**config.mk**
```make
export PLATFORM = sky130hd
export DESIGN_NAME = command_table_frame_dispatcher
export DESIGN_NICKNAME = d
export VERILOG_FILES = /design/src/ctfd_pkg.sv /design/src/command_table_frame_dispatcher.sv /design/src/ctfd_front.sv /design/src/ctfd_queue.sv /design/src/ctfd_back.sv
export VERILOG_INCLUDE_DIRS = /design/src /design/src/src
export SDC_FILE = /design/constraint.sdc
export NUM_CORES = 1
export LEC_CHECK = 0
export ABC_AREA = 1
export ABC_CLOCK_PERIOD_IN_PS = 3300
export BUFFER_PORTS_ARGS = -buffer_cell sky130_fd_sc_hd__buf_2
export CAP_MARGIN = 15
export CORE_AREA = 5 5 148 291
export DETAILED_ROUTE_END_ITERATION = 16
export DIE_AREA = 0 0 153 296
export PLACE_DENSITY = 0.79
export SYNTH_ARGS = -nofsm -noshare
export SYNTH_HDL_FRONTEND = slang
export SYNTH_SLANG_ARGS = --single-unit
```
**constraint.sdc**
```tcl
create_clock -name clk -period 3.3 [get_ports clk]
set_input_delay 0.33 -clock clk [delete_from_list [all_inputs] [get_ports clk]]
set_output_delay 0.33 -clock clk [all_outputs]
set_load 0.02 [all_outputs]
```
**src/command_table_frame_dispatcher_assert.svh**
```systemverilog
// ----------------------------------------------------------------------------
// Assertion macros for the command table frame dispatcher.
// Each macro expands to one labeled concurrent assertion.
// ----------------------------------------------------------------------------
`ifndef COMMAND_TABLE_FRAME_DISPATCHER_ASSERT_SVH
`define COMMAND_TABLE_FRAME_DISPATCHER_ASSERT_SVH

// Same-cycle implication, disabled while reset is asserted.
`define CTFD_ASSERT_IMP(lbl, clk, rst_n, ante, cons) \
	lbl: assert property (@(posedge clk) disable iff (!rst_n) (ante) |-> (cons)) \
		else $error("ctfd: same-cycle check failed");

// Next-cycle implication, disabled while reset is asserted.
`define CTFD_ASSERT_NEXT(lbl, clk, rst_n, ante, cons) \
	lbl: assert property (@(posedge clk) disable iff (!rst_n) (ante) |=> (cons)) \
		else $error("ctfd: next-cycle check failed");

`endif

```
**src/ctfd_pkg.sv**
```systemverilog
// ----------------------------------------------------------------------------
// ctfd_pkg
// Shared constants and types of the command table frame dispatcher.
// ----------------------------------------------------------------------------
`timescale 1ns / 1ps

package ctfd_pkg;

	// Default number of table slots.
	localparam int TABLE_SLOTS_DEF = 18;

	// Depth of the queue between the front and the back.
	localparam int QUEUE_DEPTH = 2;

	// Operation codes.
	localparam logic [1:0] OP_REGISTER = 2'd0;
	localparam logic [1:0] OP_BYTE     = 2'd1;
	localparam logic [1:0] OP_READ_END = 2'd2;
	localparam logic [1:0] OP_NONE     = 2'd3;

	// Result status codes.
	localparam logic [2:0] ST_REGISTERED = 3'd0;
	localparam logic [2:0] ST_ACCEPTED   = 3'd1;
	localparam logic [2:0] ST_COMPLETE   = 3'd2;
	localparam logic [2:0] ST_UNKNOWN    = 3'd3;
	localparam logic [2:0] ST_READ_ERROR = 3'd4;
	localparam logic [2:0] ST_FULL       = 3'd5;
	localparam logic [2:0] ST_IGNORED    = 3'd6;

	// Ids with fixed home slots, and the offset of all other home slots.
	localparam logic [7:0] ID_ZERO     = 8'h00;
	localparam logic [7:0] ID_ALL_ONES = 8'hFF;
	localparam int HASH_OFFSET = 2;

	// One classified input item as it travels from the front to the back.
	typedef struct packed {
		logic [1:0] op;
		logic [7:0] cmd_id;
		logic [7:0] frame_length;
		logic [7:0] data_byte;
		logic [7:0] byte_position;
		logic       read_failed;
		logic       needs_probe;
		logic [7:0] key;
	} item_t;

endpackage

```
**src/command_table_frame_dispatcher.sv**
```systemverilog
// ----------------------------------------------------------------------------
// command_table_frame_dispatcher
// Hashed command table with linear probing that checks received bus bytes
// against registered frame lengths and reports one result per item.
// ----------------------------------------------------------------------------
// Usage:
// Items enter through a queue-style port: a transfer happens when push is
// high and full is low. Results leave the same way: the oldest result sits
// on the result ports while empty is low and is taken when pop is high.
// Every item yields exactly one result, in item order.
// The front holds one item; registrations and position-zero bytes pass
// through a hash state where a reciprocal multiply yields the home slot,
// and then every item is handed on. A two-entry queue feeds the back,
// which picks up an item, probes the table one slot per cycle until it
// finds the id, a free slot or has tried every slot, and then registers
// the result. The back takes a new item only after it has registered the
// result of the last one, and so sets the rate.
// Reset clears all valid bits, the open frame, the queue and the result.
// When the receiver stalls, the result register holds its value, the back
// waits, and the front keeps taking items until the queue fills.
// ----------------------------------------------------------------------------
`timescale 1ns / 1ps

module command_table_frame_dispatcher #(
	parameter int TABLE_SLOTS = ctfd_pkg::TABLE_SLOTS_DEF,
	localparam int IDX_W = $clog2(TABLE_SLOTS)
) (
	input  logic             clk,
	input  logic             arst_n,
	input  logic             push,
	output logic             full,
	input  logic [1:0]       op,
	input  logic [7:0]       cmd_id,
	input  logic [7:0]       frame_length,
	input  logic [7:0]       data_byte,
	input  logic [7:0]       byte_position,
	input  logic             read_failed,
	output logic             empty,
	input  logic             pop,
	output logic [2:0]       status,
	output logic [IDX_W-1:0] slot,
	output logic [7:0]       matched_id,
	output logic [7:0]       data_out,
	output logic             frame_last
);
	import ctfd_pkg::*;

	localparam int ENTRY_W = $bits(item_t) + IDX_W;

	item_t              f_item;
	logic [IDX_W-1:0]   f_home;
	logic               f_push;
	logic               q_full;
	logic               q_empty;
	logic               q_pop;
	logic [ENTRY_W-1:0] q_data;
	item_t              b_item;
	logic [IDX_W-1:0]   b_home;

	// Front: accepts and hashes items.
	ctfd_front #(
		.TABLE_SLOTS(TABLE_SLOTS)
	) u_front (
		.clk          (clk),
		.arst_n       (arst_n),
		.push         (push),
		.full         (full),
		.op           (op),
		.cmd_id       (cmd_id),
		.frame_length (frame_length),
		.data_byte    (data_byte),
		.byte_position(byte_position),
		.read_failed  (read_failed),
		.item         (f_item),
		.home         (f_home),
		.q_push       (f_push),
		.q_full       (q_full)
	);

	// Queue between front and back.
	ctfd_queue #(
		.W    (ENTRY_W),
		.DEPTH(QUEUE_DEPTH)
	) u_queue (
		.clk    (clk),
		.arst_n (arst_n),
		.wr_en  (f_push),
		.wr_data({f_item, f_home}),
		.full   (q_full),
		.rd_en  (q_pop),
		.rd_data(q_data),
		.empty  (q_empty)
	);

	assign b_item = q_data[ENTRY_W-1:IDX_W];
	assign b_home = q_data[IDX_W-1:0];

	// Back: table probe, frame tracking and result register.
	ctfd_back #(
		.TABLE_SLOTS(TABLE_SLOTS)
	) u_back (
		.clk       (clk),
		.arst_n    (arst_n),
		.q_empty   (q_empty),
		.q_item    (b_item),
		.q_home    (b_home),
		.q_pop     (q_pop),
		.empty     (empty),
		.pop       (pop),
		.status    (status),
		.slot      (slot),
		.matched_id(matched_id),
		.data_out  (data_out),
		.frame_last(frame_last)
	);

endmodule

```
**src/ctfd_front.sv**
```systemverilog
// ----------------------------------------------------------------------------
// ctfd_front
// Accepts input items, classifies them and computes the home slot of the
// id that a lookup or registration probes for.
// ----------------------------------------------------------------------------
`timescale 1ns / 1ps

module ctfd_front #(
	parameter int TABLE_SLOTS = ctfd_pkg::TABLE_SLOTS_DEF,
	localparam int IDX_W = $clog2(TABLE_SLOTS)
) (
	input  logic                clk,
	input  logic                arst_n,
	input  logic                push,
	output logic                full,
	input  logic [1:0]          op,
	input  logic [7:0]          cmd_id,
	input  logic [7:0]          frame_length,
	input  logic [7:0]          data_byte,
	input  logic [7:0]          byte_position,
	input  logic                read_failed,
	output ctfd_pkg::item_t     item,
	output logic [IDX_W-1:0]    home,
	output logic                q_push,
	input  logic                q_full
);
	import ctfd_pkg::*;

	// Divisor of the hash and its rounded-up reciprocal scaled by 2^16.
	// The reciprocal gives the exact quotient for every 8-bit key.
	localparam int MOD_DIV = TABLE_SLOTS - HASH_OFFSET;
	localparam logic [7:0]  MOD_DIV_B = 8'(MOD_DIV);
	localparam logic [16:0] RECIP     = 17'((65536 + MOD_DIV - 1) / MOD_DIV);

	localparam logic [1:0] F_IDLE = 2'd0;
	localparam logic [1:0] F_HASH = 2'd1;
	localparam logic [1:0] F_SEND = 2'd2;

	logic [1:0]  state_q;
	item_t       item_q;
	logic [7:0]  quot_q;
	logic        accept;
	logic        needs_probe;
	logic [24:0] recip_prod;
	logic [15:0] back_prod;
	logic [7:0]  rem;

	// An input transfer happens only while no item is held.
	assign full   = (state_q != F_IDLE);
	assign accept = push && !full;
	assign q_push = (state_q == F_SEND) && !q_full;
	assign item   = item_q;

	assign needs_probe = (op == OP_REGISTER) ||
		((op == OP_BYTE) && (byte_position == 8'd0));

	// Quotient by reciprocal multiplication, then the remainder from it.
	always_comb begin
		recip_prod = {17'd0, item_q.key} * {8'd0, RECIP};
		back_prod  = {8'd0, quot_q} * {8'd0, MOD_DIV_B};
		rem        = item_q.key - back_prod[7:0];
	end

	// Home slot: two fixed slots for the extreme ids, the remainder otherwise.
	always_comb begin
		if (item_q.key == ID_ZERO) begin
			home = '0;
		end else if (item_q.key == ID_ALL_ONES) begin
			home = IDX_W'(1);
		end else begin
			home = rem[IDX_W-1:0] + IDX_W'(HASH_OFFSET);
		end
	end

	// Sequencer: capture, hash when a probe follows, then hand over.
	always_ff @(posedge clk or negedge arst_n) begin
		if (!arst_n) begin
			state_q <= F_IDLE;
		end else begin
			unique case (state_q)
				F_IDLE: begin
					if (accept) begin
						state_q <= needs_probe ? F_HASH : F_SEND;
					end
				end
				F_HASH: begin
					state_q <= F_SEND;
				end
				F_SEND: begin
					if (!q_full) begin
						state_q <= F_IDLE;
					end
				end
				default: begin
					state_q <= F_IDLE;
				end
			endcase
		end
	end

	// Item and quotient registers.
	always_ff @(posedge clk) begin
		if (accept) begin
			item_q.op            <= op;
			item_q.cmd_id        <= cmd_id;
			item_q.frame_length  <= frame_length;
			item_q.data_byte     <= data_byte;
			item_q.byte_position <= byte_position;
			item_q.read_failed   <= read_failed;
			item_q.needs_probe   <= needs_probe;
			item_q.key           <= (op == OP_REGISTER) ? cmd_id : data_byte;
		end else if (state_q == F_HASH) begin
			quot_q <= recip_prod[23:16];
		end
	end

endmodule

```
**src/ctfd_queue.sv**
```systemverilog
// ----------------------------------------------------------------------------
// ctfd_queue
// Short first-in first-out queue between the front and the back.
// ----------------------------------------------------------------------------
`timescale 1ns / 1ps

module ctfd_queue #(
	parameter int W     = 8,
	parameter int DEPTH = ctfd_pkg::QUEUE_DEPTH,
	localparam int PTR_W = (DEPTH > 1) ? $clog2(DEPTH) : 1,
	localparam int CNT_W = $clog2(DEPTH + 1)
) (
	input  logic         clk,
	input  logic         arst_n,
	input  logic         wr_en,
	input  logic [W-1:0] wr_data,
	output logic         full,
	input  logic         rd_en,
	output logic [W-1:0] rd_data,
	output logic         empty
);
	import ctfd_pkg::*;

	logic [W-1:0]     mem_q [DEPTH];
	logic [PTR_W-1:0] wr_ptr_q;
	logic [PTR_W-1:0] rd_ptr_q;
	logic [CNT_W-1:0] count_q;
	logic             do_wr;
	logic             do_rd;

	assign full    = (count_q == CNT_W'(DEPTH));
	assign empty   = (count_q == '0);
	assign do_wr   = wr_en && !full;
	assign do_rd   = rd_en && !empty;
	assign rd_data = mem_q[rd_ptr_q];

	// Storage write.
	always_ff @(posedge clk) begin
		if (do_wr) begin
			mem_q[wr_ptr_q] <= wr_data;
		end
	end

	// Pointers and fill count.
	always_ff @(posedge clk or negedge arst_n) begin
		if (!arst_n) begin
			wr_ptr_q <= '0;
			rd_ptr_q <= '0;
			count_q  <= '0;
		end else begin
			if (do_wr) begin
				wr_ptr_q <= (wr_ptr_q == PTR_W'(DEPTH - 1)) ? '0 : wr_ptr_q + PTR_W'(1);
			end
			if (do_rd) begin
				rd_ptr_q <= (rd_ptr_q == PTR_W'(DEPTH - 1)) ? '0 : rd_ptr_q + PTR_W'(1);
			end
			if (do_wr && !do_rd) begin
				count_q <= count_q + CNT_W'(1);
			end else if (do_rd && !do_wr) begin
				count_q <= count_q - CNT_W'(1);
			end
		end
	end

endmodule

```
**src/ctfd_back.sv**
```systemverilog
// ----------------------------------------------------------------------------
// ctfd_back
// Holds the command table, probes it one slot per cycle, tracks the open
// frame and registers one result for the output side.
// ----------------------------------------------------------------------------
`timescale 1ns / 1ps
`include "command_table_frame_dispatcher_assert.svh"

module ctfd_back #(
	parameter int TABLE_SLOTS = ctfd_pkg::TABLE_SLOTS_DEF,
	localparam int IDX_W = $clog2(TABLE_SLOTS)
) (
	input  logic             clk,
	input  logic             arst_n,
	input  logic             q_empty,
	input  ctfd_pkg::item_t  q_item,
	input  logic [IDX_W-1:0] q_home,
	output logic             q_pop,
	output logic             empty,
	input  logic             pop,
	output logic [2:0]       status,
	output logic [IDX_W-1:0] slot,
	output logic [7:0]       matched_id,
	output logic [7:0]       data_out,
	output logic             frame_last
);
	import ctfd_pkg::*;

	localparam int CNT_W = $clog2(TABLE_SLOTS + 1);

	localparam logic [1:0] B_IDLE  = 2'd0;
	localparam logic [1:0] B_PROBE = 2'd1;
	localparam logic [1:0] B_EXEC  = 2'd2;

	logic [1:0]             state_q;
	item_t                  w_q;
	logic [IDX_W-1:0]       probe_idx_q;
	logic [CNT_W-1:0]       probe_cnt_q;
	logic                   found_q;
	logic                   table_full_q;
	logic [7:0]             slot_ids_q [TABLE_SLOTS];
	logic [7:0]             slot_lengths_q [TABLE_SLOTS];
	logic [TABLE_SLOTS-1:0] slot_valid_q;
	logic [IDX_W-1:0]       cur_slot_q;
	logic                   frame_open_q;
	logic                   out_valid_q;

	logic [IDX_W-1:0] rd_idx;
	logic [7:0]       rd_id;
	logic [7:0]       rd_len;
	logic             rd_valid;
	logic             len_hit;
	logic             exec_fire;
	logic             tbl_wr;
	logic             open_set;
	logic             open_clr;
	logic [2:0]       r_status;
	logic [IDX_W-1:0] r_slot;
	logic [7:0]       r_id;
	logic [7:0]       r_data;
	logic             r_last;

	assign q_pop     = (state_q == B_IDLE) && !q_empty;
	assign empty     = !out_valid_q;
	assign exec_fire = (state_q == B_EXEC) && (!out_valid_q || pop);

	// Single table read port: the probe index, or the open frame's slot.
	assign rd_idx   = ((state_q == B_EXEC) && !w_q.needs_probe) ? cur_slot_q : probe_idx_q;
	assign rd_id    = slot_ids_q[rd_idx];
	assign rd_len   = slot_lengths_q[rd_idx];
	assign rd_valid = slot_valid_q[rd_idx];
	assign len_hit  = (rd_len != 8'd0) && (w_q.byte_position == rd_len - 8'd1);

	// Result and state updates for the item being carried out.
	always_comb begin
		tbl_wr   = 1'b0;
		open_set = 1'b0;
		open_clr = 1'b0;
		r_status = ST_IGNORED;
		r_slot   = '0;
		r_id     = 8'd0;
		r_data   = 8'd0;
		r_last   = 1'b0;
		unique case (w_q.op)
			OP_REGISTER: begin
				r_id = w_q.cmd_id;
				if (table_full_q) begin
					r_status = ST_FULL;
				end else begin
					tbl_wr   = 1'b1;
					r_status = ST_REGISTERED;
					r_slot   = probe_idx_q;
				end
			end
			OP_BYTE: begin
				if (w_q.needs_probe && !found_q) begin
					open_clr = 1'b1;
					r_status = ST_UNKNOWN;
					r_id     = w_q.data_byte;
					r_last   = 1'b1;
				end else if (!w_q.needs_probe && !frame_open_q) begin
					r_status = ST_IGNORED;
				end else begin
					open_set = w_q.needs_probe;
					r_status = len_hit ? ST_COMPLETE : ST_ACCEPTED;
					r_slot   = rd_idx;
					r_id     = rd_id;
					r_data   = w_q.data_byte;
					r_last   = len_hit;
				end
			end
			OP_READ_END: begin
				open_clr = 1'b1;
				r_last   = 1'b1;
				if (!w_q.read_failed && frame_open_q) begin
					r_status = ST_COMPLETE;
					r_slot   = rd_idx;
					r_id     = rd_id;
				end else begin
					r_status = ST_READ_ERROR;
				end
			end
			OP_NONE: begin
				r_status = ST_IGNORED;
			end
			default: begin
				r_status = ST_IGNORED;
			end
		endcase
	end

	// Back sequencer: take an item, probe when needed, then carry it out.
	always_ff @(posedge clk or negedge arst_n) begin
		if (!arst_n) begin
			state_q <= B_IDLE;
		end else begin
			unique case (state_q)
				B_IDLE: begin
					if (q_pop) begin
						state_q <= q_item.needs_probe ? B_PROBE : B_EXEC;
					end
				end
				B_PROBE: begin
					if ((probe_cnt_q == CNT_W'(TABLE_SLOTS)) || !rd_valid ||
						(rd_id == w_q.key)) begin
						state_q <= B_EXEC;
					end
				end
				B_EXEC: begin
					if (exec_fire) begin
						state_q <= B_IDLE;
					end
				end
				default: begin
					state_q <= B_IDLE;
				end
			endcase
		end
	end

	// Working item and probe registers.
	always_ff @(posedge clk) begin
		if (q_pop) begin
			w_q         <= q_item;
			probe_idx_q <= q_home;
			probe_cnt_q <= '0;
		end else if (state_q == B_PROBE) begin
			if (probe_cnt_q == CNT_W'(TABLE_SLOTS)) begin
				found_q      <= 1'b0;
				table_full_q <= 1'b1;
			end else if (!rd_valid) begin
				found_q      <= 1'b0;
				table_full_q <= 1'b0;
			end else if (rd_id == w_q.key) begin
				found_q      <= 1'b1;
				table_full_q <= 1'b0;
			end else begin
				probe_idx_q <= (probe_idx_q == IDX_W'(TABLE_SLOTS - 1)) ?
					'0 : probe_idx_q + IDX_W'(1);
				probe_cnt_q <= probe_cnt_q + CNT_W'(1);
			end
		end
	end

	// Table entries; an entry is only read after its valid bit is set.
	always_ff @(posedge clk) begin
		if (exec_fire && tbl_wr) begin
			slot_ids_q[probe_idx_q]     <= w_q.cmd_id;
			slot_lengths_q[probe_idx_q] <= w_q.frame_length;
		end
	end

	// Valid bits, frame tracking and the output register's valid flag.
	always_ff @(posedge clk or negedge arst_n) begin
		if (!arst_n) begin
			slot_valid_q <= '0;
			cur_slot_q   <= '0;
			frame_open_q <= 1'b0;
			out_valid_q  <= 1'b0;
		end else begin
			if (exec_fire) begin
				if (tbl_wr) begin
					slot_valid_q[probe_idx_q] <= 1'b1;
				end
				if (open_set) begin
					cur_slot_q   <= probe_idx_q;
					frame_open_q <= 1'b1;
				end else if (open_clr) begin
					frame_open_q <= 1'b0;
				end
				out_valid_q <= 1'b1;
			end else if (pop) begin
				out_valid_q <= 1'b0;
			end
		end
	end

	// Result payload register.
	always_ff @(posedge clk) begin
		if (exec_fire) begin
			status     <= r_status;
			slot       <= r_slot;
			matched_id <= r_id;
			data_out   <= r_data;
			frame_last <= r_last;
		end
	end

	// A probe never visits more slots than the table holds.
	`CTFD_ASSERT_IMP(a_probe_bound, clk, arst_n, state_q == B_PROBE, probe_cnt_q <= CNT_W'(TABLE_SLOTS))
	// An open frame always refers to a registered slot.
	`CTFD_ASSERT_IMP(a_open_valid, clk, arst_n, frame_open_q, slot_valid_q[cur_slot_q])
	// A waiting result is not lost until it is taken.
	`CTFD_ASSERT_NEXT(a_out_held, clk, arst_n, out_valid_q && !pop, out_valid_q)
	// Taking an item from the queue always starts work on it.
	`CTFD_ASSERT_NEXT(a_pop_starts, clk, arst_n, q_pop, state_q != B_IDLE)

endmodule
```
==> results.ini <==
[outcome]
outcome = completed

[drt]
final_antenna_net_count = 0
drt_iter0_markers = 1523
vias = 15100
drt_first_pass_iters = 6
routed_wl_um = 57900
viasPerCell = 5.70
wl_per_cell_um = 21.8
drc = 0

[power_and_ir_drop]
p_switching_uw = 10900
ir_drop_mv = 0.643
pwr-share-comb_pct = 41.7
pwr-share-seq_pct = 38.4
intPower_uw = 16900
pwr-share-clk_pct = 19.9
p_leak_uw = 0.0104
swShare_pct = 39.2
total_power_uw = 27900
p_per_area_nw_per_um2 = 1050

[timing]
skew_ns = 0.0157
period_needed_ns = 3.19
hold_slack_ns = 0.0366
fmax_mhz = 314
finalHoldViolCount = 0
finalMaxSlewViolations = 0
timing.final.crit_share_pct = 96.6
worst_slack_ns = 0.111
tns_ns = 0
worst_pin_slew_ns = 0.946
max_slew_margin_pct = 36.9
setup_viol = 0

[synthesis]
synth_top_area_share_pct = 68.0
synthArstFlopShare_pct = 6.06
ys_types = 49
ys_ff_latch = 545
netlist_area_um2 = 22400
synth_ff_type = edfxtp_1
synth_edf_count = 507
avgSynthCellArea_um2 = 11.8
synthCells = 1900
ys_top_cells_by_area = edfxtp_1, nand2_1, nand3_1
yosysSeqAreaShare_pct = 72.1
synth.largest_area_cell = edfxtp_1
syn-num-nets = 1957
yosys_warnings = 0

[clocking]
htreeDepth = 2
clock_path_buffers = 3
cts.sinks = 545
clock-root-buffer = clkbuf_16
tritoncts = built
clock_latency_ns = 0.55
numCtsBuffers = 43
clkTransAtPathRegs_ns = 0.07

[critical_path]
rr_endpoint = u_back.table_full_q
end_kind = register
r2r_cells = 17
r2r-start = u_back.state_q[0]
cp-start-kind = register
r2r_setup_slack_ns = 0.11
path_class = reg2reg
cp.required_ns = 3.54
arrival_ns = 3.43
critPathMaxFanout = 27

[layout]
n_antenna_cell = 0
drive_above_1_share_pct = 16.5
nNetsFinal = 2149
syn_to_final_growth_pct = 18.3
post-route-util_pct = 65.7
fill_cells = 2926

[grt]
antenna_found_initial = 1
grt_pass1_vias = 15000
grt_use_total_pct = 24.3
grt_pass1_wl_um = 84600
grt_overflow = 0
grt_max_degree = 56

[floorplanning]
rows = 104
start_util_pct = 55.5
io-pin-count = 66
die_x_um = 153
core-area_um2 = 40300
die_y_um = 296
dieArea_um2 = 45300

[placement]
dp_hpwl_um = 37400
portBuffers = 65
routabilityCongestion = 0.921
post-place-ws_ns = -0.0444

[min_path]
hold_class = in2reg
hold_depth = 1
worstHoldStart = cmd_id[5]
min_to = u_front.item[39]

[job]
drv_cap = 0

==> synth_stat cells, types with 2 or more instances <==
cell type,instances
nand2_1,596
edfxtp_1,507
nand3_1,216
inv_1,143
nor2_1,97
o21ai_0,43
a21oi_1,36
dfrtp_1,33
buf_2,24
clkbuf_1,23
buf_4,20
nand3b_1,20
ha_1,18
or2_2,12
xnor2_1,11
xor2_1,10
a31oi_1,9
nand4_1,9
o21ai_1,9
buf_6,8
nor3_1,6
dfxtp_1,5
nand2_2,4
buf_1,3
inv_2,3
nand3_2,3
nor2_2,3
a221oi_1,2
a22o_1,2
nor4_1,2
o2111ai_1,2
o21ai_2,2
o21bai_1,2
or4_1,2
==> area by class of cell <==
cell class	count	area [um^2]	area share [%]
clock buffers	50	1140	4.32
clock inverters	28	370	1.40
inverters	146	551	2.08
multi-input cells	1135	5630	21.3
flip-flops and latches	545	16200	61.0
well taps	530	663	2.50
repair buffers	221	1980	7.48
==> routing by layer <==
layer,global-route usage (%),share of wire (%),wire [um],up-vias
met5,0,0.012,7,-
met4,15.6,8.1,4670,2
met3,3.18,6.6,3830,241
met2,45.5,53,30900,741
met1,25.5,32,18400,7264
li1,-,-,-,6881
==> through the flow <==
stage          area [um^2]  cells
2_1_floorplan        22400   1900
3_3_place_gp         23900   2505
3_5_place_dp         23900   2505
4_1_cts              25800   2619
5_1_grt              26500   2655
6_report             26500   2655
==> power groups by stage <==
stage               clock (uW)  sequential, uW  combinational [uW]
floorplan                    0           10400                6320
global placement             0           10700                9620
detailed placement           0           10800                9810
CTS                       5600           10600                9970
global route              5900           10800               12600
finish                    5550           10700               11600
==> cell usage in the layout (no fill, tap or decap), types with 9 or more instances in the layout <==
cell type / count
xnor2_1: 10
o21ai_0: 41
clkbuf_16: 51
bufinv_16: 9
dlygate4sd3_1: 34
nand3_2: 16
nand2_2: 10
dfrtp_1: 32
edfxtp_1: 507
inv_1: 140
nor2_2: 14
nor2_1: 79
a21oi_1: 30
ha_1: 17
a31oi_1: 9
nand4_1: 9
nand3_1: 202
buf_12: 17
nand3b_1: 20
xor2_1: 10
nand2_1: 584
or2_2: 12
buf_4: 90
buf_2: 65
==> state kept, by name, indices dropped and copies added, names as in the netlist <==
| signal | cells |
|---|---|
| u_back.status | 3 |
| u_back.frame_open_q | 1 |
| u_back.w_q | 44 |
| u_back.slot_valid_q | 18 |
| u_back.slot | 5 |
| u_front.item | 44 |
| u_queue.rd_ptr_q | 1 |
| u_back.slot_lengths_q | 144 |
| u_back.probe_cnt_q | 5 |
| u_back.frame_last | 1 |
| u_queue.count_q | 2 |
| u_back.data_out | 8 |
| u_back.table_full_q | 1 |
| u_back.probe_idx_q | 5 |
| u_queue.mem_q | 98 |
| u_back.cur_slot_q | 5 |
| u_front.state_q | 2 |
| u_queue.wr_ptr_q | 1 |
| u_back.out_valid_q | 1 |
| u_back.slot_ids_q | 144 |
| u_back.matched_id | 8 |
| u_front.quot_q | 1 |
| u_back.found_q | 1 |
| u_back.state_q | 2 |
==> critical path: stages (launching register included) <==
cell and delay, ns:
dfrtp_1 0.39, inv_2 0.14, nand2_1 0.11, inv_2 0.11, nand3_4 0.13, nand2_8 0.16, buf_4 0.17, clkbuf_16 0.22
nand2_1 0.08, a21oi_1 0.24, o2111ai_2 0.22, nand2_1 0.14, nand2_1 0.06, nand2_1 0.11, nand3_1 0.09, nor2_1 0.13
nand2_2 0.13, a21oi_1 0.23
==> worst max path at each step <==
stage,slack (ns),from,endpoint
floorplan,0.33,u_front.state_q[1],u_front.item[0]
global placement,0.004,u_back.w_q[8],u_back.status[0]
detailed placement,-0.04,u_back.w_q[8],u_back.found_q
CTS,0.02,u_back.state_q[0],u_back.status[0]
global route,-0.05,u_back.state_q[0],u_back.probe_cnt_q[1]
finish,0.11,u_back.state_q[0],u_back.table_full_q
==> timing repair <==
action                                  in CTS  in global routing
endpoints found under the setup margin      14                 17
gates cloned                                 0                 10
resized for setup                            2                 73
hold buffers                                34                  0
pin swaps                                    1                 21
hold endpoints to repair                    66                  0
setup buffers                                2                 26
==> cells by family after synthesis <==
kind of cell / Yosys count / synth area share (%)
AOI/OAI and AO/OA: 116 / 3.00
adders and majority gates: 18 / 1.01
DFF: 545 / 72.1
xor gates and xnor gates: 21 / 0.821
buffers and inverters: 224 / 4.49
and+or+nand+nor: 976 / 18.6
Note: power is estimated with default switching activity, not from simulation.
